<file path="config.mk">
export PLATFORM = sky130hd
export DESIGN_NAME = asc_queue
export DESIGN_NICKNAME = d
export VERILOG_FILES = /design/src/rtl/core/attribute_screen_cell_renderer_macros.svh /design/src/rtl/core/asc_pkg.sv /design/src/rtl/core/asc_queue.sv
export SDC_FILE = /design/constraint.sdc
export NUM_CORES = 1
export LEC_CHECK = 0
export ABC_CLOCK_PERIOD_IN_PS = 3900
export BUFFER_PORTS_ARGS = -buffer_cell sky130_fd_sc_hd__buf_2
export CORE_UTILIZATION = 28
export CTS_CLUSTER_SIZE = 16
export DETAILED_ROUTE_END_ITERATION = 10
export HOLD_SLACK_MARGIN = 0.15
export PLACE_DENSITY = 0.47
export RECOVER_POWER = 50
export SLEW_MARGIN = 20
export SYNTH_ARGS = -nofsm -noshare
export SYNTH_HDL_FRONTEND = slang
export SYNTH_SLANG_ARGS = --single-unit
</file>
<file path="constraint.sdc">
create_clock -name aclk -period 3.9 [get_ports aclk]
set_input_delay 0.195 -clock aclk [delete_from_list [all_inputs] [get_ports aclk]]
set_output_delay 0.195 -clock aclk [all_outputs]
set_load 0.01 [all_outputs]
</file>
<file path="src/rtl/core/attribute_screen_cell_renderer_macros.svh">
// Assertion macros shared by the renderer RTL.
// Depends on the including module having aclk and aresetn in scope.
`ifndef ATTRIBUTE_SCREEN_CELL_RENDERER_MACROS_SVH
`define ATTRIBUTE_SCREEN_CELL_RENDERER_MACROS_SVH

// Same-cycle implication, disabled while reset is held.
`define ASC_ASSERT_IMPL(label, ante, cons) \
    label: assert property (@(posedge aclk) disable iff (!aresetn) (ante) |-> (cons)) \
        else $error("assertion failed in cell renderer");

// Next-cycle implication, disabled while reset is held.
`define ASC_ASSERT_NEXT(label, ante, cons) \
    label: assert property (@(posedge aclk) disable iff (!aresetn) (ante) |=> (cons)) \
        else $error("assertion failed in cell renderer");

`endif

</file>
<file path="src/rtl/core/asc_pkg.sv">
// Shared types, constants and the palette table of the attribute cell renderer.
// No dependencies.
package asc_pkg;

    localparam int SCREEN_COLS = 256;
    localparam int SCREEN_ROWS = 192;
    localparam int PIX_BYTES   = SCREEN_COLS * SCREEN_ROWS / 8;
    localparam int ATTR_BYTES  = (SCREEN_COLS / 8) * (SCREEN_ROWS / 8);
    localparam int MEM_BYTES   = PIX_BYTES + ATTR_BYTES;
    localparam int ADDR_W      = $clog2(MEM_BYTES);
    localparam int QUEUE_DEPTH = 2;

    // Request codes
    localparam logic REQ_WRITE  = 1'b0;
    localparam logic REQ_RENDER = 1'b1;

    // Attribute byte layout
    localparam logic [7:0] ATTR_INK_MASK    = 8'b0000_0111;
    localparam logic [7:0] ATTR_PAPER_MASK  = 8'b0011_1000;
    localparam logic [7:0] ATTR_BRIGHT_MASK = 8'b0100_0000;
    localparam logic [7:0] ATTR_FLASH_MASK  = 8'b1000_0000;

    // One render request after the memory reads
    typedef struct packed {
        logic [7:0] pix;
        logic [7:0] attr;
        logic [4:0] col;
        logic       phase;
    } asc_cell_t;

    typedef struct packed {
        logic [7:0] red;
        logic [7:0] green;
        logic [7:0] blue;
    } asc_rgb_t;

    function automatic asc_rgb_t asc_palette(input logic [4:0] idx);
        asc_rgb_t c;
        case (idx)
            5'd0:  c = '{8'd0,   8'd0,   8'd0};
            5'd1:  c = '{8'd0,   8'd0,   8'd192};
            5'd2:  c = '{8'd192, 8'd0,   8'd0};
            5'd3:  c = '{8'd192, 8'd0,   8'd192};
            5'd4:  c = '{8'd0,   8'd192, 8'd0};
            5'd5:  c = '{8'd0,   8'd192, 8'd192};
            5'd6:  c = '{8'd192, 8'd192, 8'd0};
            5'd7:  c = '{8'd192, 8'd192, 8'd192};
            5'd8:  c = '{8'd0,   8'd0,   8'd0};
            5'd9:  c = '{8'd96,  8'd96,  8'd255};
            5'd10: c = '{8'd255, 8'd96,  8'd96};
            5'd11: c = '{8'd255, 8'd96,  8'd255};
            5'd12: c = '{8'd96,  8'd255, 8'd96};
            5'd13: c = '{8'd96,  8'd255, 8'd255};
            5'd14: c = '{8'd255, 8'd255, 8'd96};
            5'd15: c = '{8'd255, 8'd255, 8'd255};
            5'd16: c = '{8'd0,   8'd0,   8'd0};
            5'd17: c = '{8'd192, 8'd96,  8'd192};
            5'd18: c = '{8'd192, 8'd0,   8'd96};
            5'd19: c = '{8'd192, 8'd192, 8'd192};
            5'd20: c = '{8'd192, 8'd192, 8'd50};
            5'd21: c = '{8'd192, 8'd192, 8'd192};
            5'd22: c = '{8'd192, 8'd10,  8'd0};
            5'd23: c = '{8'd192, 8'd5,   8'd192};
            5'd24: c = '{8'd0,   8'd0,   8'd0};
            5'd25: c = '{8'd96,  8'd96,  8'd255};
            5'd26: c = '{8'd255, 8'd96,  8'd96};
            5'd27: c = '{8'd255, 8'd96,  8'd255};
            5'd28: c = '{8'd96,  8'd255, 8'd96};
            5'd29: c = '{8'd96,  8'd255, 8'd255};
            5'd30: c = '{8'd60,  8'd255, 8'd96};
            default: c = '{8'd96, 8'd255, 8'd96};
        endcase
        return c;
    endfunction

endpackage

</file>
<file path="src/rtl/core/asc_queue.sv">
// Small FIFO of decoded cell requests between the front and back ends.
// Depends on asc_pkg.
module asc_queue
    import asc_pkg::*;
#(
    parameter int DEPTH = QUEUE_DEPTH
) (
    input  logic      aclk,
    input  logic      aresetn,
    input  logic      push,
    input  asc_cell_t push_data,
    output logic      push_ready,
    input  logic      pop,
    output asc_cell_t pop_data,
    output logic      pop_valid
);

    localparam int PW = (DEPTH > 1) ? $clog2(DEPTH) : 1;
    localparam int CW = $clog2(DEPTH + 1);

    asc_cell_t       slot_reg [DEPTH];
    logic [PW-1:0]   wr_ptr_reg, rd_ptr_reg;
    logic [CW-1:0]   count_reg;

    assign push_ready = (count_reg != CW'(DEPTH));
    assign pop_valid  = (count_reg != '0);
    assign pop_data   = slot_reg[rd_ptr_reg];

    always_ff @(posedge aclk) begin
        if (push) begin
            slot_reg[wr_ptr_reg] <= push_data;
        end
    end

    always_ff @(posedge aclk) begin
        if (!aresetn) begin
            wr_ptr_reg <= '0;
            rd_ptr_reg <= '0;
            count_reg  <= '0;
        end else begin
            if (push) begin
                wr_ptr_reg <= (wr_ptr_reg == PW'(DEPTH - 1)) ? '0 : wr_ptr_reg + 1'b1;
            end
            if (pop) begin
                rd_ptr_reg <= (rd_ptr_reg == PW'(DEPTH - 1)) ? '0 : rd_ptr_reg + 1'b1;
            end
            if (push && !pop) begin
                count_reg <= count_reg + 1'b1;
            end else if (pop && !push) begin
                count_reg <= count_reg - 1'b1;
            end
        end
    end

endmodule

</file>
Word-level counts from Yosys, hierarchy flattened
Memories as Yosys holds them, arrays and structs flattened. A register that Yosys moved wholly into a read port is not among the register bits. Cells that the tools add are included.

Output and inout bits: 24. Bits in registers: 4. Memories kept: 1. Memory bits (writable): 44.

Memory list: slot_reg (depth 2, width 22, rd ports 1, clocked after memory_dff 1, wr ports 1, RTL line asc_queue.sv:21) `asc_cell_t slot_reg [DEPTH];`.

$add $sub $neg: 4. Reductions and logical operators: 6. Eq/ne operators: 1. Muxes and demuxes: 8.

Operators with widths (count): $mux W1 (6); $mux W2 (2); $reduce_bool A2 Y1 (2); $add A1 B1 Y1 const B (2); $add A2 B1 Y2 const B (1); $logic_and A1 B1 Y1 (2); $logic_not A1 Y1 (2); $ne A2 B2 Y1 const B (1); $sub A2 B1 Y2 const B (1).

Logic depth before layout (Yosys ltp)
Gate-level depths: netlist of the first run.

Depth after elaboration: 4. Gate-level depth with buffers: 5. Mapped depth without buffers: 5.

Worst setup path before layout of the first run
OpenSTA, ideal clock, no wires.

Kind: register to register. From: register wr_ptr_reg. To: memory slot_reg[0][0] (netlist bit) (enable). Period minus slack after synthesis: 1.745 ns. Stages on the path, launching flop included: 2. Data required time: 3.495 ns. Path buffers: 0. Slack: 2.155 ns. Arrival time: 1.340 ns. Library setup time: 0.405 ns. Path through: dfxtp_1 > nor2b_1.

RTL lines: from (decl) (RTL line asc_queue.sv:22) `logic [PW-1:0] wr_ptr_reg, rd_ptr_reg;`; from (signal assigned) (RTL line asc_queue.sv:42) `wr_ptr_reg <= (wr_ptr_reg == PW'(DEPTH - 1)) ? '0 : wr_ptr_reg + 1'b1;`; to (decl) (RTL line asc_queue.sv:21).

No word-level cell before the write port.

Final worst setup path of the first run
From: register wr_ptr_reg. To: memory slot_reg[0][16] (netlist bit) (enable).

No word-level cell before the write port.

==> results.tsv, run 1 <==
stage	metric	value	unit
status	outcome	finished, violations left	
status	violations	capacitance limit, slew limit	
clocking	htreeDepth	2	
sta	max_freq	423	MHz
worst_setup_path	worstSetupStartpoint	wr_ptr_reg	
global_routing	grt_max_degree	24	
layout	insertedDiodeCount	0	
routing	routed_wl	3170	um
logic_synthesis	ys_warn_count	0	
logic_synthesis	synth_cell_types	17	
routing	firstDrtPassIters	4	
min_path	hold_path.class	primary input to flip-flop	
logic_synthesis	synth_edf_count	44	
routing	wl_per_cell	13.0	um
clocking	cts.clk_slew.worst_paths	0.09	ns
routing	num_vias	1036	
sta	tns	0	ns
placed_design	pre_cts_ws	2.12	ns
logic_synthesis	synth_cells	90	
sta	fin_skew	0.00931	ns
floorplanning	io_pins	50	
placed_design	port_buffers	49	
floorplanning	initial_core_util	29.7	%
worst_setup_path	cp.depth	1	
routing	vias_per_cell	4.26	
global_routing	grt_usage	10.1	%
logic_synthesis	ys.flop_type	edfxtp_1	
worst_setup_path	cpLargestDelayFamily	simple AND/OR/NAND/NOR gates	
sta	fin_crit_sh	60.7	%
clocking	insertion_delay	0.30	ns
worst_setup_path	worstPathMaxFanout	23	
floorplanning	die_w	82.1	um
pwr	power_leakage	0.899	nW
sta	worst_slew_pin_slew	2.16	ns
worst_setup_path	rrSetupSlack	1.53	ns
worst_setup_path	rr_worst_depth	1	
routing	first_iter_violations	40	
sta	layout_setup_ws	1.53	ns
clocking	cts_buffers	5	
worst_setup_path	timing.rr.end	slot_reg[0][16]	
worst_setup_path	cp.required	3.78	ns
worst_setup_path	worstPathCellList	nor2b_1	
worst_setup_path	endpoint	slot_reg[0][16]	
worst_setup_path	path_class	flip-flop to flip-flop	
pwr	power_density	472	nW/um2
logic_synthesis	ys_seq_elements	49	
clocking	cts_root_buffer	clkbuf_8	
routing	drc	0	
global_routing	grt_overflow	0	
layout	nets	194	
worst_setup_path	timing.rr.start	wr_ptr_reg	
worst_setup_path	cp-end-kind	flip-flop	
worst_setup_path	crit_slowest_cell	nor2b_1	
clocking	clockBufferDepth	2	
clocking	cts_tree	yes	
floorplanning	row_count	28	
sta	min_period	2.37	ns
sta	drv_slew	47	
layout	layout_commonest_cell	edfxtp_1	
clocking	clock-sinks	49	
sta	rsz0062_at_grt	no	
placed_design	place.gp.congestion	0.647	
layout	layout_common_cells	44 x edfxtp_1, 30 x buf_2, 23 x dlygate4sd3_1	
pwr	ir_drop	0.198	mV
worst_setup_path	critPathMaxStageDelay	1.60	ns
layout	synthToLayoutAreaGrowth	37.2	%
floorplanning	fp.dieH	82.1	um
logic_synthesis	syn_area_per_cell	20.0	um2
floorplanning	core-area	6060	um2
worst_setup_path	worstPathArrival	2.25	ns
pwr	power.total	1.16	mW
layout	drive_above_1_share	23.8	%
floorplanning	die_area	6750	um2
layout	largest_reg_flops	44	
global_routing	grt_pass1_wl	4800	um
placed_design	dp_hpwl	2070	um
clocking	cts_resized	0	
routing	drtAntennaViolNets	0	
worst_setup_path	critPathBufInv	0	
sta	maxSlewHeadroom	-44.0	%
logic_synthesis	ys_seq_area_share	79.1	%
run	drv_cap	2	
logic_synthesis	syn_nets	117	
sta	hold_viol	0	
global_routing	grt_pass1_vias	1060	
logic_synthesis	synthArstFlopShare	0	%
logic_synthesis	synthesis.area	1800	um2
worst_setup_path	worstSetupStartpointType	flip-flop	
global_routing	antenna_found_initial	0	
sta	finalSetupViolCount	0	
## how the worst min path moves through the flow
stage | start | end | slack, ns | cells past startpoint
2_1_floorplan | push_data[0] | slot_reg[0][0] | 0.29 | 0
3_3_place_gp | push_data[1] | slot_reg[0][1] | 0.38 | 1
3_5_place_dp | push_data[4] | slot_reg[1][4] | 0.39 | 1
4_1_cts | push | wr_ptr_reg | 0.24 | 3
5_1_grt | push | wr_ptr_reg | 0.24 | 3
6_report | push | wr_ptr_reg | 0.24 | 3
## power breakdown
part	leakage (nW)	switching, mW	internal (mW)
Clock	0.0681	0.165	0.255
Sequential	0.455	0.0173	0.605
Combinational	0.376	0.0570	0.0654
Total	0.899	0.239	0.925
## layout make-up
cell class,count,area [um2]
timing repair buffer,72,452
inverter,1,3.75
sequential,49,1420
multi-input combinational,38,363
clock inverter,3,65.1
tap,75,93.8
fill,584,3590
clock buffer,5,68.8
## synth_stat cells, drive strengths merged (2+ instances only)
master / instances / area share [%]
nor2b: 2 / 0.70
mux2: 22 / 14
and2: 4 / 1.4
dfxtp: 5 / 5.6
edfxtp: 44 / 73
xor2: 2 / 0.97
buf: 2 / 0.56
## routing by layer
layer	vias to the layer above	global-route usage, %	share of wire [%]
li1	493	-	-
met2	31	18.3	51
met3	7	3.30	5.7
met5	-	0	0
met4	0	4.21	1.3
met1	505	10.7	41
## through the flow
stage	hold WS [ns]	cell area [um2]	utilization [%]	cells
finish	0.239	2470	40.7	243
detailed placement	0.387	2130	35.2	212
global route	0.243	2470	40.7	243
CTS	0.238	2500	41.2	243
floorplan	0.294	1800	-	90
global placement	0.385	2130	35.1	212
## kinds of logic (layout without fill, tap and decap cells)
group / count (synthesis) / count (layout) / synth area share, %
AND/OR/NAND/NOR: 9 / 9 / 3.13
flip-flops: 49 / 49 / 79.1
AO/OA/AOI/OAI: 3 / 3 / 1.11
buffers and inverters: 3 / 81 / 0.765
XOR/XNOR: 3 / 3 / 1.46
adder cells (fa/ha/maj): 1 / 1 / 0.696
multiplexers: 22 / 22 / 13.8
## timing repair
action,CTS,global route
setup endpoints to repair,0,0
hold endpoints to repair,47,0
hold buffers,23,0
buffers inserted,0,0
Power figures use the tool's default switching activity.
==> run 2, diff against run 1 <==
ABC_CLOCK_PERIOD_IN_PS = 2100   (was 3900)
PLACE_DENSITY = 0.49   (was 0.47)
clock period = 2.1 ns   (was 3.9 ns; I/O delays follow)
==> run 2 against run 1 <==
  * The flow now finishes without violations
  * Wire length decreased by 2.9%
  * Sequential power grew 83%
  * First-iteration DRC count down 70%
  * Critical endpoint is now pop_data[1]
  * Worst hold slack worse by 0.074 ns
==> results.tsv, run 2 (synthesized netlist as in run 1, its figures left out) <==
stage	metric	value	unit
routing	first_iter_violations	12	
global_routing	antenna_found_initial	0	
run	drv_cap	0	
sta	fin_skew	0.00162	ns
worst_setup_path	cp.required	2.00	ns
global_routing	grt_overflow	0	
layout	fill_cells	566	
layout	synthToLayoutAreaGrowth	39.1	%
placed_design	port_buffers	49	
worst_setup_path	crit_slowest_cell	mux2_2	
clocking	htreeDepth	2	
pwr	power.total	2.15	mW
sta	worst_slew_pin_slew	0.676	ns
pwr	sequentialPowerShare	52.8	%
floorplanning	row_count	28	
floorplanning	initial_core_util	29.7	%
worst_setup_path	worstPathArrival	1.32	ns
layout	insertedDiodeCount	0	
min_path	worstHoldStart	pop	
clocking	cts_root_buffer	clkbuf_8	
layout	largest_reg_flops	44	
global_routing	grt_usage	9.96	%
sta	max_freq	701	MHz
clocking	cts_tree	yes	
pwr	ir_drop	0.472	mV
worst_setup_path	path_class	flip-flop to output port	
pwr	combinationalPowerShare	11.8	%
floorplanning	die_area	6750	um2
routing	drtAntennaViolNets	0	
clocking	cts_buffers	5	
worst_setup_path	worstPathCellList	buf_4, mux2_2, buf_2	
clocking	postCtsSetupBuffers	0	
sta	drv_slew	0	
routing	firstDrtPassIters	4	
clocking	cts.clk_slew.worst_paths	0.08	ns
floorplanning	core-area	6060	um2
global_routing	grt_pass1_vias	1027	
layout	layout_common_cells	44 x edfxtp_1, 33 x buf_2, 23 x dlygate4sd3_1	
worst_setup_path	worstPathMaxFanout	11	
layout	drive_above_1_share	26.6	%
worst_setup_path	rr_worst_depth	2	
min_path	whs_path_depth	3	
routing	routed_wl	3080	um
layout	seq_area	1420	um2
routing	wl_per_cell	12.4	um
min_path	whs_endpoint	rd_ptr_reg	
worst_setup_path	cp-end-kind	output port	
global_routing	grt_pass1_wl	4750	um
pwr	clkPwrFrac	35.4	%
sta	tns	0	ns
placed_design	place.gp.congestion	0.654	
floorplanning	fp.dieH	82.1	um
pwr	power_switching	0.429	mW
pwr	power_leakage	0.924	nW
worst_setup_path	worstSetupStartpointType	flip-flop	
floorplanning	io_pins	50	
sta	hold_viol	0	
routing	vias_per_cell	4.12	
clocking	cts_resized	0	
floorplanning	die_w	82.1	um
global_routing	grt_max_degree	21	
pwr	internal_power	1.72	mW
sta	maxSlewHeadroom	54.9	%
layout	layout_commonest_cell	edfxtp_1	
placed_design	dp_hpwl	2130	um
routing	drc	0	
worst_setup_path	timing.rr.end	slot_reg[1][11]	
status	outcome	completed	
pwr	switching_share	19.9	%
routing	num_vias	1021	
sta	rsz0062_at_grt	no	
clocking	clockBufferDepth	2	
clocking	insertion_delay	0.29	ns
worst_setup_path	critPathMaxStageDelay	0.36	ns
layout	nets	199	
layout	final_util	41.3	%
worst_setup_path	rrSetupSlack	0.71	ns
layout	multi_input_area	363	um2
sta	fin_crit_sh	67.9	%
pwr	power_density	861	nW/um2
sta	min_period	1.43	ns
clocking	clock-sinks	49	
worst_setup_path	timing.rr.start	wr_ptr_reg	
min_path	hold_path.class	primary input to flip-flop	
sta	finalSetupViolCount	0	
==> run 2: changes by cell type in the layout (fill, tap and decap cells not counted), sizes merged <==
cell,change
buf,+7
clkbuf,-2
==> run 2: what timing repair did <==
| item | 4_1_cts | 5_1_grt |
|---|---|---|
| endpoints found under the setup margin | 0 | 0 |
| endpoints found under the hold margin | 49 | 0 |
| hold buffers | 23 | 0 |
==> run 2: metrics by stage <==
step	cell area (um2)	hold slack [ns]	cells	worst slack, ns
floorplan	1800	0.204	90	0.355
global placement	2170	0.296	217	0.954
detailed placement	2170	0.297	217	0.927
CTS	2530	0.157	248	0.648
global route	2500	0.173	248	0.584
finish	2500	0.165	248	0.673
==> run 2: worst max path at each step <==
stage / start / endpoint / slack [ns]
after floorplan: wr_ptr_reg / slot_reg[0][0] / 0.36
after global placement: wr_ptr_reg / slot_reg[0][16] / 0.95
after detailed placement: wr_ptr_reg / slot_reg[0][15] / 0.93
after CTS: flip-flop / pop_data[3] / 0.65
after global routing: flip-flop / pop_data[2] / 0.58
final: flip-flop / pop_data[1] / 0.67
==> run 2: cell type report <==
cell class,count,share of cell area [%]
clock buffers,5,2.75
clock inverters,3,2.60
inverters,1,0.150
multi-input cells,38,14.5
flip-flops and latches,49,56.8
well taps,75,3.75
repair buffers,77,19.4
==> run 2: critical path, delay by kind of cell (launching register included) <==
family	cells	cell delay [ns]
flip-flops	1	0.33
buffers and inverters	2	0.35
multiplexers	1	0.36
==> run 2: layer usage <==
| metal | GRT usage, % | wire, um | up-vias | share of wire [%] |
|---|---|---|---|---|
| li1 | - | - | 502 | - |
| met1 | 11.7 | 1360 | 483 | 44 |
| met2 | 16.6 | 1500 | 32 | 49 |
| met3 | 3.41 | 174 | 4 | 5.7 |
| met4 | 4.21 | 34 | 0 | 1.1 |
| met5 | 0 | 0 | - | 0 |
==> run 2: power groups by stage <==
stage                     Sequential (mW)  Clock [mW]  Combinational (mW)
final                                1.14       0.761               0.254
after global routing                 1.14       0.826               0.284
after CTS                            1.14       0.792               0.268
after detailed placement             1.16           0               0.233
after global placement               1.16           0               0.228
after floorplan                      1.16           0               0.125
