<file path="src/rtl/core/attribute_screen_cell_renderer_macros.svh">
// Assertion macros shared by the renderer RTL.
// Depends on the including module having aclk and aresetn in scope.
`ifndef ATTRIBUTE_SCREEN_CELL_RENDERER_MACROS_SVH
`define ATTRIBUTE_SCREEN_CELL_RENDERER_MACROS_SVH

// Same-cycle implication, disabled while reset is held.
`define ASC_ASSERT_IMPL(label, ante, cons) \
    label: assert property (@(posedge aclk) disable iff (!aresetn) (ante) |-> (cons)) \
        else $error("assertion failed in cell renderer");

// Next-cycle implication, disabled while reset is held.
`define ASC_ASSERT_NEXT(label, ante, cons) \
    label: assert property (@(posedge aclk) disable iff (!aresetn) (ante) |=> (cons)) \
        else $error("assertion failed in cell renderer");

`endif

</file>
<file path="src/rtl/core/asc_pkg.sv">
// Shared types, constants and the palette table of the attribute cell renderer.
// No dependencies.
package asc_pkg;

    localparam int SCREEN_COLS = 256;
    localparam int SCREEN_ROWS = 192;
    localparam int PIX_BYTES   = SCREEN_COLS * SCREEN_ROWS / 8;
    localparam int ATTR_BYTES  = (SCREEN_COLS / 8) * (SCREEN_ROWS / 8);
    localparam int MEM_BYTES   = PIX_BYTES + ATTR_BYTES;
    localparam int ADDR_W      = $clog2(MEM_BYTES);
    localparam int QUEUE_DEPTH = 2;

    // Request codes
    localparam logic REQ_WRITE  = 1'b0;
    localparam logic REQ_RENDER = 1'b1;

    // Attribute byte layout
    localparam logic [7:0] ATTR_INK_MASK    = 8'b0000_0111;
    localparam logic [7:0] ATTR_PAPER_MASK  = 8'b0011_1000;
    localparam logic [7:0] ATTR_BRIGHT_MASK = 8'b0100_0000;
    localparam logic [7:0] ATTR_FLASH_MASK  = 8'b1000_0000;

    // One render request after the memory reads
    typedef struct packed {
        logic [7:0] pix;
        logic [7:0] attr;
        logic [4:0] col;
        logic       phase;
    } asc_cell_t;

    typedef struct packed {
        logic [7:0] red;
        logic [7:0] green;
        logic [7:0] blue;
    } asc_rgb_t;

    function automatic asc_rgb_t asc_palette(input logic [4:0] idx);
        asc_rgb_t c;
        case (idx)
            5'd0:  c = '{8'd0,   8'd0,   8'd0};
            5'd1:  c = '{8'd0,   8'd0,   8'd192};
            5'd2:  c = '{8'd192, 8'd0,   8'd0};
            5'd3:  c = '{8'd192, 8'd0,   8'd192};
            5'd4:  c = '{8'd0,   8'd192, 8'd0};
            5'd5:  c = '{8'd0,   8'd192, 8'd192};
            5'd6:  c = '{8'd192, 8'd192, 8'd0};
            5'd7:  c = '{8'd192, 8'd192, 8'd192};
            5'd8:  c = '{8'd0,   8'd0,   8'd0};
            5'd9:  c = '{8'd96,  8'd96,  8'd255};
            5'd10: c = '{8'd255, 8'd96,  8'd96};
            5'd11: c = '{8'd255, 8'd96,  8'd255};
            5'd12: c = '{8'd96,  8'd255, 8'd96};
            5'd13: c = '{8'd96,  8'd255, 8'd255};
            5'd14: c = '{8'd255, 8'd255, 8'd96};
            5'd15: c = '{8'd255, 8'd255, 8'd255};
            5'd16: c = '{8'd0,   8'd0,   8'd0};
            5'd17: c = '{8'd192, 8'd96,  8'd192};
            5'd18: c = '{8'd192, 8'd0,   8'd96};
            5'd19: c = '{8'd192, 8'd192, 8'd192};
            5'd20: c = '{8'd192, 8'd192, 8'd50};
            5'd21: c = '{8'd192, 8'd192, 8'd192};
            5'd22: c = '{8'd192, 8'd10,  8'd0};
            5'd23: c = '{8'd192, 8'd5,   8'd192};
            5'd24: c = '{8'd0,   8'd0,   8'd0};
            5'd25: c = '{8'd96,  8'd96,  8'd255};
            5'd26: c = '{8'd255, 8'd96,  8'd96};
            5'd27: c = '{8'd255, 8'd96,  8'd255};
            5'd28: c = '{8'd96,  8'd255, 8'd96};
            5'd29: c = '{8'd96,  8'd255, 8'd255};
            5'd30: c = '{8'd60,  8'd255, 8'd96};
            default: c = '{8'd96, 8'd255, 8'd96};
        endcase
        return c;
    endfunction

endpackage

</file>
<file path="src/rtl/core/asc_back.sv">
// Back end: serializes one cell into eight palette colors through an output register.
// Depends on asc_pkg and the assertion macro header.
`include "attribute_screen_cell_renderer_macros.svh"

module asc_back
    import asc_pkg::*;
(
    input  logic       aclk,
    input  logic       aresetn,
    input  logic [4:0] palette_bank,
    input  asc_cell_t  q_data,
    input  logic       q_valid,
    output logic       q_pop,
    output logic       m_valid,
    input  logic       m_ready,
    output logic [7:0] m_red,
    output logic [7:0] m_green,
    output logic [7:0] m_blue,
    output logic [7:0] m_pixel_x,
    output logic       m_last
);

    asc_cell_t  cell_reg;
    logic       busy_reg;
    logic [2:0] cnt_reg;
    logic       m_valid_reg;
    asc_rgb_t   rgb_reg;
    logic [7:0] pixel_x_reg;
    logic       last_reg;

    logic       adv, done;
    logic [2:0] ink, paper, colour;
    logic       bright, inv, bit_now;
    logic [4:0] pal_idx;
    asc_rgb_t   rgb_now;

    assign adv   = busy_reg && (!m_valid_reg || m_ready);
    assign done  = adv && (cnt_reg == 3'd7);
    assign q_pop = q_valid && (!busy_reg || done);

    assign ink     = cell_reg.attr[2:0] & ATTR_INK_MASK[2:0];
    assign paper   = 3'((cell_reg.attr & ATTR_PAPER_MASK) >> 3);
    assign bright  = |(cell_reg.attr & ATTR_BRIGHT_MASK);
    assign inv     = (|(cell_reg.attr & ATTR_FLASH_MASK)) && cell_reg.phase;
    // Most significant pixel first
    assign bit_now = cell_reg.pix[~cnt_reg];
    assign colour  = (bit_now ^ inv) ? ink : paper;
    assign pal_idx = {2'b00, colour} + {1'b0, bright, 3'b000} + palette_bank;
    assign rgb_now = asc_palette(pal_idx);

    always_ff @(posedge aclk) begin
        if (!aresetn) begin
            busy_reg    <= 1'b0;
            cnt_reg     <= 3'd0;
            m_valid_reg <= 1'b0;
        end else begin
            // A new cell overrides the end of the previous one
            if (q_pop) begin
                busy_reg <= 1'b1;
                cnt_reg  <= 3'd0;
            end else if (adv) begin
                cnt_reg <= cnt_reg + 1'b1;
                if (cnt_reg == 3'd7) begin
                    busy_reg <= 1'b0;
                end
            end
            if (adv) begin
                m_valid_reg <= 1'b1;
            end else if (m_ready) begin
                m_valid_reg <= 1'b0;
            end
        end
    end

    always_ff @(posedge aclk) begin
        if (q_pop) begin
            cell_reg <= q_data;
        end
        if (adv) begin
            rgb_reg     <= rgb_now;
            pixel_x_reg <= {cell_reg.col, cnt_reg};
            last_reg    <= (cnt_reg == 3'd7);
        end
    end

    assign m_valid   = m_valid_reg;
    assign m_red     = rgb_reg.red;
    assign m_green   = rgb_reg.green;
    assign m_blue    = rgb_reg.blue;
    assign m_pixel_x = pixel_x_reg;
    assign m_last    = last_reg;

    `ASC_ASSERT_NEXT(a_done_idles, done && !q_valid, !busy_reg)
    `ASC_ASSERT_IMPL(a_mid_cell_busy, m_valid_reg && !last_reg, busy_reg)
    `ASC_ASSERT_IMPL(a_count_tracks_x, m_valid_reg && busy_reg, (pixel_x_reg[2:0] + 3'd1) == cnt_reg)

endmodule

</file>
<file path="config.mk">
export PLATFORM = sky130hd
export DESIGN_NAME = asc_back
export DESIGN_NICKNAME = d
export VERILOG_FILES = /design/src/rtl/core/asc_pkg.sv /design/src/rtl/core/asc_back.sv
export VERILOG_INCLUDE_DIRS = /design/src /design/src/rtl/core
export SDC_FILE = /design/constraint.sdc
export NUM_CORES = 1
export LEC_CHECK = 0
export ABC_AREA = 1
export BUFFER_PORTS_ARGS = -buffer_cell sky130_fd_sc_hd__buf_2
export CAP_MARGIN = 10
export CELL_PAD_IN_SITES_DETAIL_PLACEMENT = 0
export CELL_PAD_IN_SITES_GLOBAL_PLACEMENT = 1
export CORE_MARGIN = 10
export CORE_UTILIZATION = 43
export DETAILED_ROUTE_END_ITERATION = 10
export PLACE_DENSITY = 0.84
export SYNTH_ARGS = -nofsm -noshare
export SYNTH_HDL_FRONTEND = slang
export SYNTH_SLANG_ARGS = --single-unit
</file>
<file path="constraint.sdc">
create_clock -name aclk -period 5 [get_ports aclk]
set_input_delay 0.25 -clock aclk [delete_from_list [all_inputs] [get_ports aclk]]
set_output_delay 0.25 -clock aclk [all_outputs]
set_load 0.05 [all_outputs]
</file>
[Word level (Yosys, flattened, before mapping)]
Memories as Yosys holds them, arrays and structs flattened. A register that Yosys moved wholly into a read port is not among the register bits.
Cells that the tools add are included.
Widths: inputs -> output; s select.
Operators by class
  $add $sub $neg: 3
  order comparisons: 1
  eq/ne operators: 1
  multiplexer cells: 8
  bitwise operators: 3
  reduce and logical (&&, ||, !) cells: 13
Operator list (number)
  $mux 1: 6
  $reduce_bool 2->1: 3
  $add 3x4->5: 1
  $add 5x5->5: 1
  $logic_and 1x1->1: 4
  $lt 3x4->1 const B: 1
  $add 3x1->3 const B: 1
  $bmux 1 s3: 1
  $eq 3x3->1 const B: 1
  $mux 3: 1
  $not 3->3: 1
  $logic_not 1->1: 2
  $logic_or 1x1->1: 2
  $reduce_and 2->1: 1
  $reduce_or 2->1: 1
  $not 1->1: 1
  $xor 1x1->1: 1
Word-level totals
  register bits: 36
  memory bits (read-only): 768
  input bits: 31
  memories kept: 1
Memories
  (no name shown): depth 32, bits a word 24, rd ports 1, clocked after memory_dff 1, write ports 0, line asc_pkg.sv:39  | case (idx)

[Longest topological paths before layout]
Gate-level depths: netlist (run 1).
  depth in word-level cells: 8
  mapped depth: 21
  depth with buffers taken out: 21

[Worst setup path before layout (run 1)]
OpenSTA, ideal clock, no wires.
  path kind: register to register
  start: reg cnt_reg[0]
  end: reg cell_reg, in the netlist bright (enable)
  setup time: 0.431 ns
  data arrival time: 2.382 ns
  data required time: 4.569 ns
  path slack: 2.187 ns
  cell stages (with the launch flop): 5
  path buffers: 0
  period minus slack after synthesis: 2.813 ns
  path through: dfxtp_1 ha_1 ha_1 a21oi_1 nor2_1
On the way
  longest elaborated chain between the ends: 4
RTL lines
  from (decl): line asc_back.sv:25  | logic [2:0] cnt_reg;
  from (signal assigned): line asc_back.sv:62  | cnt_reg <= cnt_reg + 1'b1;
  $eq 3x3->1: line asc_back.sv:38  | assign done = adv && (cnt_reg == 3'd7);
  $logic_and 1x1->1: line asc_back.sv:38
  $logic_or 1x1->1: line asc_back.sv:39  | assign q_pop = q_valid && (!busy_reg || done);
  $logic_and 1x1->1: line asc_back.sv:39
  via q_pop: line asc_back.sv:13  | output logic q_pop,
  to (signal assigned): line asc_back.sv:77  | cell_reg <= q_data;
  to (decl): line asc_back.sv:23  | asc_cell_t cell_reg;
The timed path passes the listed nets, and every way through them passes these cells.
A chain may end at the register's enable or synchronous reset.

[Final worst setup path (run 1)]
  start: reg cnt_reg[0]
  end: reg m_green[7] (netlist name)
On the way
  longest elaborated chain between the ends: 7
RTL lines
  $not 3->3: line asc_back.sv:46  | assign bit_now = cell_reg.pix[~cnt_reg];
  $bmux 1 s3: line asc_back.sv:46
  $mux 1 (implied by the code): line asc_back.sv:46
  $xor 1x1->1: line asc_back.sv:47  | assign colour = (bit_now ^ inv) ? ink : paper;
  $mux 3: line asc_back.sv:47
  $add 3x4->5: line asc_back.sv:48  | assign pal_idx = {2'b00, colour} + {1'b0, bright, 3'b000} + palette_bank;
  $add 5x5->5: line asc_back.sv:48
Every way passes these cells. The select of a mux whose other input is x is not followed.

==> out/results.tsv, run 1 <==
metric	value	unit
status	finished clean	
commonest non-fill, non-tap cell in the layout	buf_2	
cell mode on critical path	nand2_1	
critical path startpoint category	flop	
DR WL/cell	12.6	um
largest net degree at the start of global routing	29	
top post-synthesis cells by area	edfxtp_1, nand2_1, nand3_1	
post-cts repair resize count	0	
Synth Warn #	0	
worst skew pair latency	0.30	ns
Via density	4.65	
Root Buffer	clkbuf_8	
Worst VDD drop	0.207	mV
Mean Syn Cell Area	10.8	sq um
Yosys reg bits	52	
layout cells sized above 1	32.8	%
Max transition margin	27.7	%
minimum clock period	2.94	ns
initial antenna violation count	0	
H-tree depth	2	
CTS Hold Buffers Added	0	
Cell Area, Synth	2480	sq um
CP max stage delay	0.49	ns
CTS tree	done	
Global Route Usage Sum	10.7	%
DR DRC count	0	
Slowest cell on crit path	dfxtp_1	
Critical Path Fanout Max	11	
Overflow after GRT	0	
clock sink count	52	
vias in the first global route	1725	
wirelength, routed	4620	um
Worst Path Required	5.07	ns
first-pass GRT wire length	7820	um
final hold violation count	0	
final setup TNS	0	ns
# diodes	0	
Final HPWL DP	3630	um
Num CTS Buffers	5	
core box area	5540	sq um
PwrDens	394	nW/um^2
Ports	66	
Crit Path Category	reg -> reg	
final-report max-slew violation count	0	
Worst Tran Pin Value	1.08	ns
Synth cell types	25	
Largest delay share family, worst path	simple AND/OR/NAND/NOR gates	
Clock Skews	0.0112	ns
CP cell instances	inv_2 > nand2_1 > nand3_1 > nand3_1 > nand2_1 > nand2_1 > nand3_1 > nand2_1 > ha_1 > inv_1 > fa_1 > inv_1 > nand3_2 > nand2_2 > nand2_2 > nand2_2 > nand2_2 > o21ai_1 > nand2_1	
clk slew on worst S/H paths	0.10	ns
Cells after Synth	229	
detailed router's first-iteration violation count	70	
fmax	340	MHz
Hold WC Path Type	in -> reg	
Power, Total	1160	uW
die height	95.9	um
gpl congestion	0.828	
top cell type by total area after synthesis	edfxtp_1	
Yosys top cell area share	57.0	%
drt pass-1 iters	4	
Longest Clk Path Bufs	2	
crit path DAT	3.01	ns
most frequent cells in the layout	buf_2, nand2_1, edfxtp_1	
Buf/Inv on CP	3	
via count	1696	
Die W	95.9	um
FP Rows	27	
CP endpoint kind	flop	
# nets final	331	
Post-Synthesis Net Count	268	
max reg flops	21	
Initial Util	44.7	%
final period utilization	58.8	%
sequential-to-total area share from yosys stat	61.0	%
RSZ-0062 raised after global routing	no	
leak pwr	0.00136	uW
die area	9190	sq um
Final setup viols	0	
ANT nets after route	0	
Layout area overhead	18.5	%
Max-cap violations	0	
Post-CTS Setup Inserts	0	
Port Buffers	65	
final timing paths:
path	cells after the start	slack, ns	from	endpoint
hold / removal	1	0.11	q_data[12]	bright
hold reg to reg	0	0.43	cell_reg[5]	m_pixel_x[7]
setup / recovery	19	2.06	cnt_reg[0]	m_green[7]
setup reg to reg	19	2.06	cnt_reg[0]	m_green[7]
synth_stat cells:
library cell / instances
nand2_1: 54
or2_0: 1
dfxtp_1: 5
a21oi_1: 6
buf_6: 1
ha_1: 7
nor2_1: 5
inv_1: 31
o21ai_1: 2
buf_4: 8
fa_1: 1
nor3_1: 1
edfxtp_1: 47
a21oi_2: 2
nand2_4: 4
inv_2: 2
nand3_4: 1
nand3_2: 5
or2_1: 1
o21ai_0: 4
nand4_4: 1
inv_4: 1
a31oi_1: 1
nand3_1: 31
nand2_2: 7
power breakdown:
part           switching [uW]  internal, uW  total, uW
registers                9.31           521        531
clock network             138           151        289
logic                     252          85.6        337
layout make-up:
class	instances	area [sq um]
tap	72	90.1
timing repair buffer	65	325
sequential	52	1510
inverter	34	130
clock buffer	6	72.6
clock inverter	2	38.8
fill	523	2610
multi-input combinational	134	766
per-stage QoR:
stage          worst slack (ns)  cell area, sq um  utilization (%)  instances  hold slack, ns
2_1_floorplan              2.19              2480                -        229           0.349
3_3_place_gp               2.23              2820             50.9        357           0.401
3_5_place_dp               2.07              2820             50.9        357           0.407
4_1_cts                    2.06              2930             53.0        365           0.106
5_1_grt                    1.67              2930             53.0        365          0.0947
6_report                   2.06              2930             53.0        365           0.112
cell families (layout without fill, tap and decap cells):
family	after synthesis	after routing	synth area share, %
adder cells (fa/ha/maj)	8	8	4.35
flip-flops	52	52	61.0
AO/OA/AOI/OAI	15	15	3.39
buffers and inverters	43	107	8.14
AND/OR/NAND/NOR	111	111	23.1
layer usage:
layer	GRT usage [%]	share of wire, %	routed length, um
met2	17.4	45	2080
met1	12.6	43	1980
met5	0	0	0
met3	3.50	10	460
met4	4.55	1.9	89
No activity file was read; power rests on OpenSTA's default activity.
==> inputs of run 2 (changes only) <==
CORE_UTILIZATION = 36   (was 43)
PLACE_DENSITY = 0.75   (was 0.84)
clock period = 2.6 ns   (was 5 ns; I/O delays follow)
==> out/results.tsv, run 2 (synthesized netlist as in run 1, its figures left out) <==
metric	value	unit	change
gpl congestion	0.866		+4.6%
Die W	103	um	+7.4%
vias in the first global route	1954		+13%
clock sink count	52		unchanged
most frequent cells in the layout	buf_2, edfxtp_1, nand2_1		
ANT nets after route	0		unchanged
Overflow after GRT	0		unchanged
RSZ-0062 raised after global routing	yes		
reg2reg start	cnt_reg[0]		
Critical Path Fanout Max	6		-5
R2R depth	16		-3
largest net degree at the start of global routing	29		unchanged
worst skew pair latency	0.30	ns	about the same
Placed Cells	380		+6.4%
Max-cap violations	0		unchanged
PwrDens	660	nW/um^2	+67%
die height	103	um	+7.4%
Setup crit start	cnt_reg[0]		
max reg flops	21		unchanged
CTS tree	done		
post-route cell area	3490	sq um	+19%
Post-Layout Cell Count	416		+14%
Port Buffers	65		unchanged
core box area	6760	sq um	+22%
wirelength, routed	5430	um	+18%
minimum clock period	2.53	ns	-0.409 ns
Layout area overhead	41.1	%	
Worst VDD drop	0.283	mV	+37%
initial antenna violation count	0		unchanged
Initial Util	36.6	%	-8.0 points
Worst setup endpoint	m_green[6]		
R2R setup slack	0.07	ns	-1.99 ns
final setup TNS	0	ns	unchanged
FP Rows	30		+11%
final period utilization	97.3	%	+39 points
clk slew on worst S/H paths	0.10	ns	about the same
Core Util, Final	51.7	%	-1.3 points
drt pass-1 iters	3		-1
H-tree depth	2		unchanged
DR WL/cell	13.1	um	+3.3%
Ports	66		unchanged
Worst Path Required	2.67	ns	-2.40 ns
fmax	395	MHz	+16%
CP endpoint kind	flop		
detailed router's first-iteration violation count	46		-34%
final hold violation count	0		unchanged
first-pass GRT wire length	8490	um	+8.6%
Via density	4.50		-3.1%
crit path DAT	2.60	ns	-0.41 ns
# nets final	374		+13%
Clock Skews	0.00855	ns	-0.00261 ns
Worst Tran Pin Value	0.403	ns	-0.680 ns
Root Buffer	clkbuf_8		
reg-to-reg endpoint	m_green[6]		
commonest non-fill, non-tap cell in the layout	buf_2		
DR DRC count	0		unchanged
Max transition margin	72.9	%	+45 points
Hold WC Path Type	in -> reg		
Final HPWL DP	3780	um	+4.1%
Crit Path Category	reg -> reg		
Global Route Usage Sum	9.90	%	-0.76 points
critical path startpoint category	flop		
Area after DPL	2960	sq um	+4.8%
die area	10600	sq um	+15%
# diodes	0		unchanged
leak pwr	0.00158	uW	+16%
Power, Total	2300	uW	+99%
Num CTS Buffers	5		unchanged
via count	1873		+10%
Final setup viols	0		unchanged
status	finished clean		
final-report max-slew violation count	0		unchanged
Longest Clk Path Bufs	2		unchanged
layout cells sized above 1	45.5	%	+13 points
run 2: cell types whose count changed in the layout (fill, tap and decap cells not counted), moves of 9 or more:
cell           previous run  this run
nand2_2                   7        18
nand3_1                  31        21
dlygate4sd3_1             0        22
buf_4                     0        17
nand2_1                  54        41
nand3_2                   5        14
run 2: cell type report:
cell class	count	area, sq um
sequential	52	1520
fill	627	3260
timing repair buffer	108	727
inverter	34	135
multi-input combinational	134	925
clock inverter	3	21.3
clock buffer	5	68.8
tap	80	100
run 2: worst min-delay path by stage:
stage,startpoint,endpoint,slack [ns],depth (start not counted)
final,q_valid,busy_reg,0.04,3
after global routing,q_valid,busy_reg,0.06,3
after CTS,q_valid,busy_reg,0.04,3
after detailed placement,q_data[2],cell_reg[2],0.31,1
after global placement,q_data[21],cell_reg[21],0.31,1
after floorplan,q_data[12],bright,0.23,0
run 2: where the power goes:
part	total [uW]	switching [uW]	internal, uW	leakage [uW]
clock	463	272	192	0.0000445
combinational	822	545	277	0.00105
sequential	1020	17.7	1000	0.000492
total	2300	835	1470	0.00158
run 2: timing repair:
item	CTS	global route
endpoints found under the setup margin	14	16
cloned	0	0
pin swaps	0	21
hold endpoints to repair	22	0
resized for setup	7	41
hold buffers	22	0
buffers inserted	0	6
run 2: through the flow:
step | setup slack [ns] | hold slack (ns)
floorplan | 0.0437 | 0.229
global placement | 0.00387 | 0.306
detailed placement | -0.146 | 0.308
CTS | 0.000425 | 0.0354
global route | -0.0628 | 0.0650
finish | 0.0696 | 0.0425
run 2: routing by layer:
| metal | track usage [%] | vias to the layer above | wire length [um] |
|---|---|---|---|
| met3 | 3.49 | 5 | 433 |
| met2 | 18.8 | 49 | 2850 |
| met4 | 2.89 | 0 | 52 |
| met5 | 0 | - | 0 |
| met1 | 9.80 | 848 | 2100 |
| li1 | - | 971 | - |
run 2: critical path, stage by stage, from the launching register on:
cell and delay [ns]:
dfxtp_4 0.39, inv_4 0.05, nand2_2 0.06, nand3_2 0.09
nand3_4 0.12, nand2_2 0.07, nand2_2 0.07, nand3_1 0.08
nand2_2 0.10, ha_4 0.14, inv_2 0.04, fa_2 0.66
nand3_4 0.13, nand2_4 0.12, o21ai_0 0.09, nand2_1 0.06
nand2_1 0.04
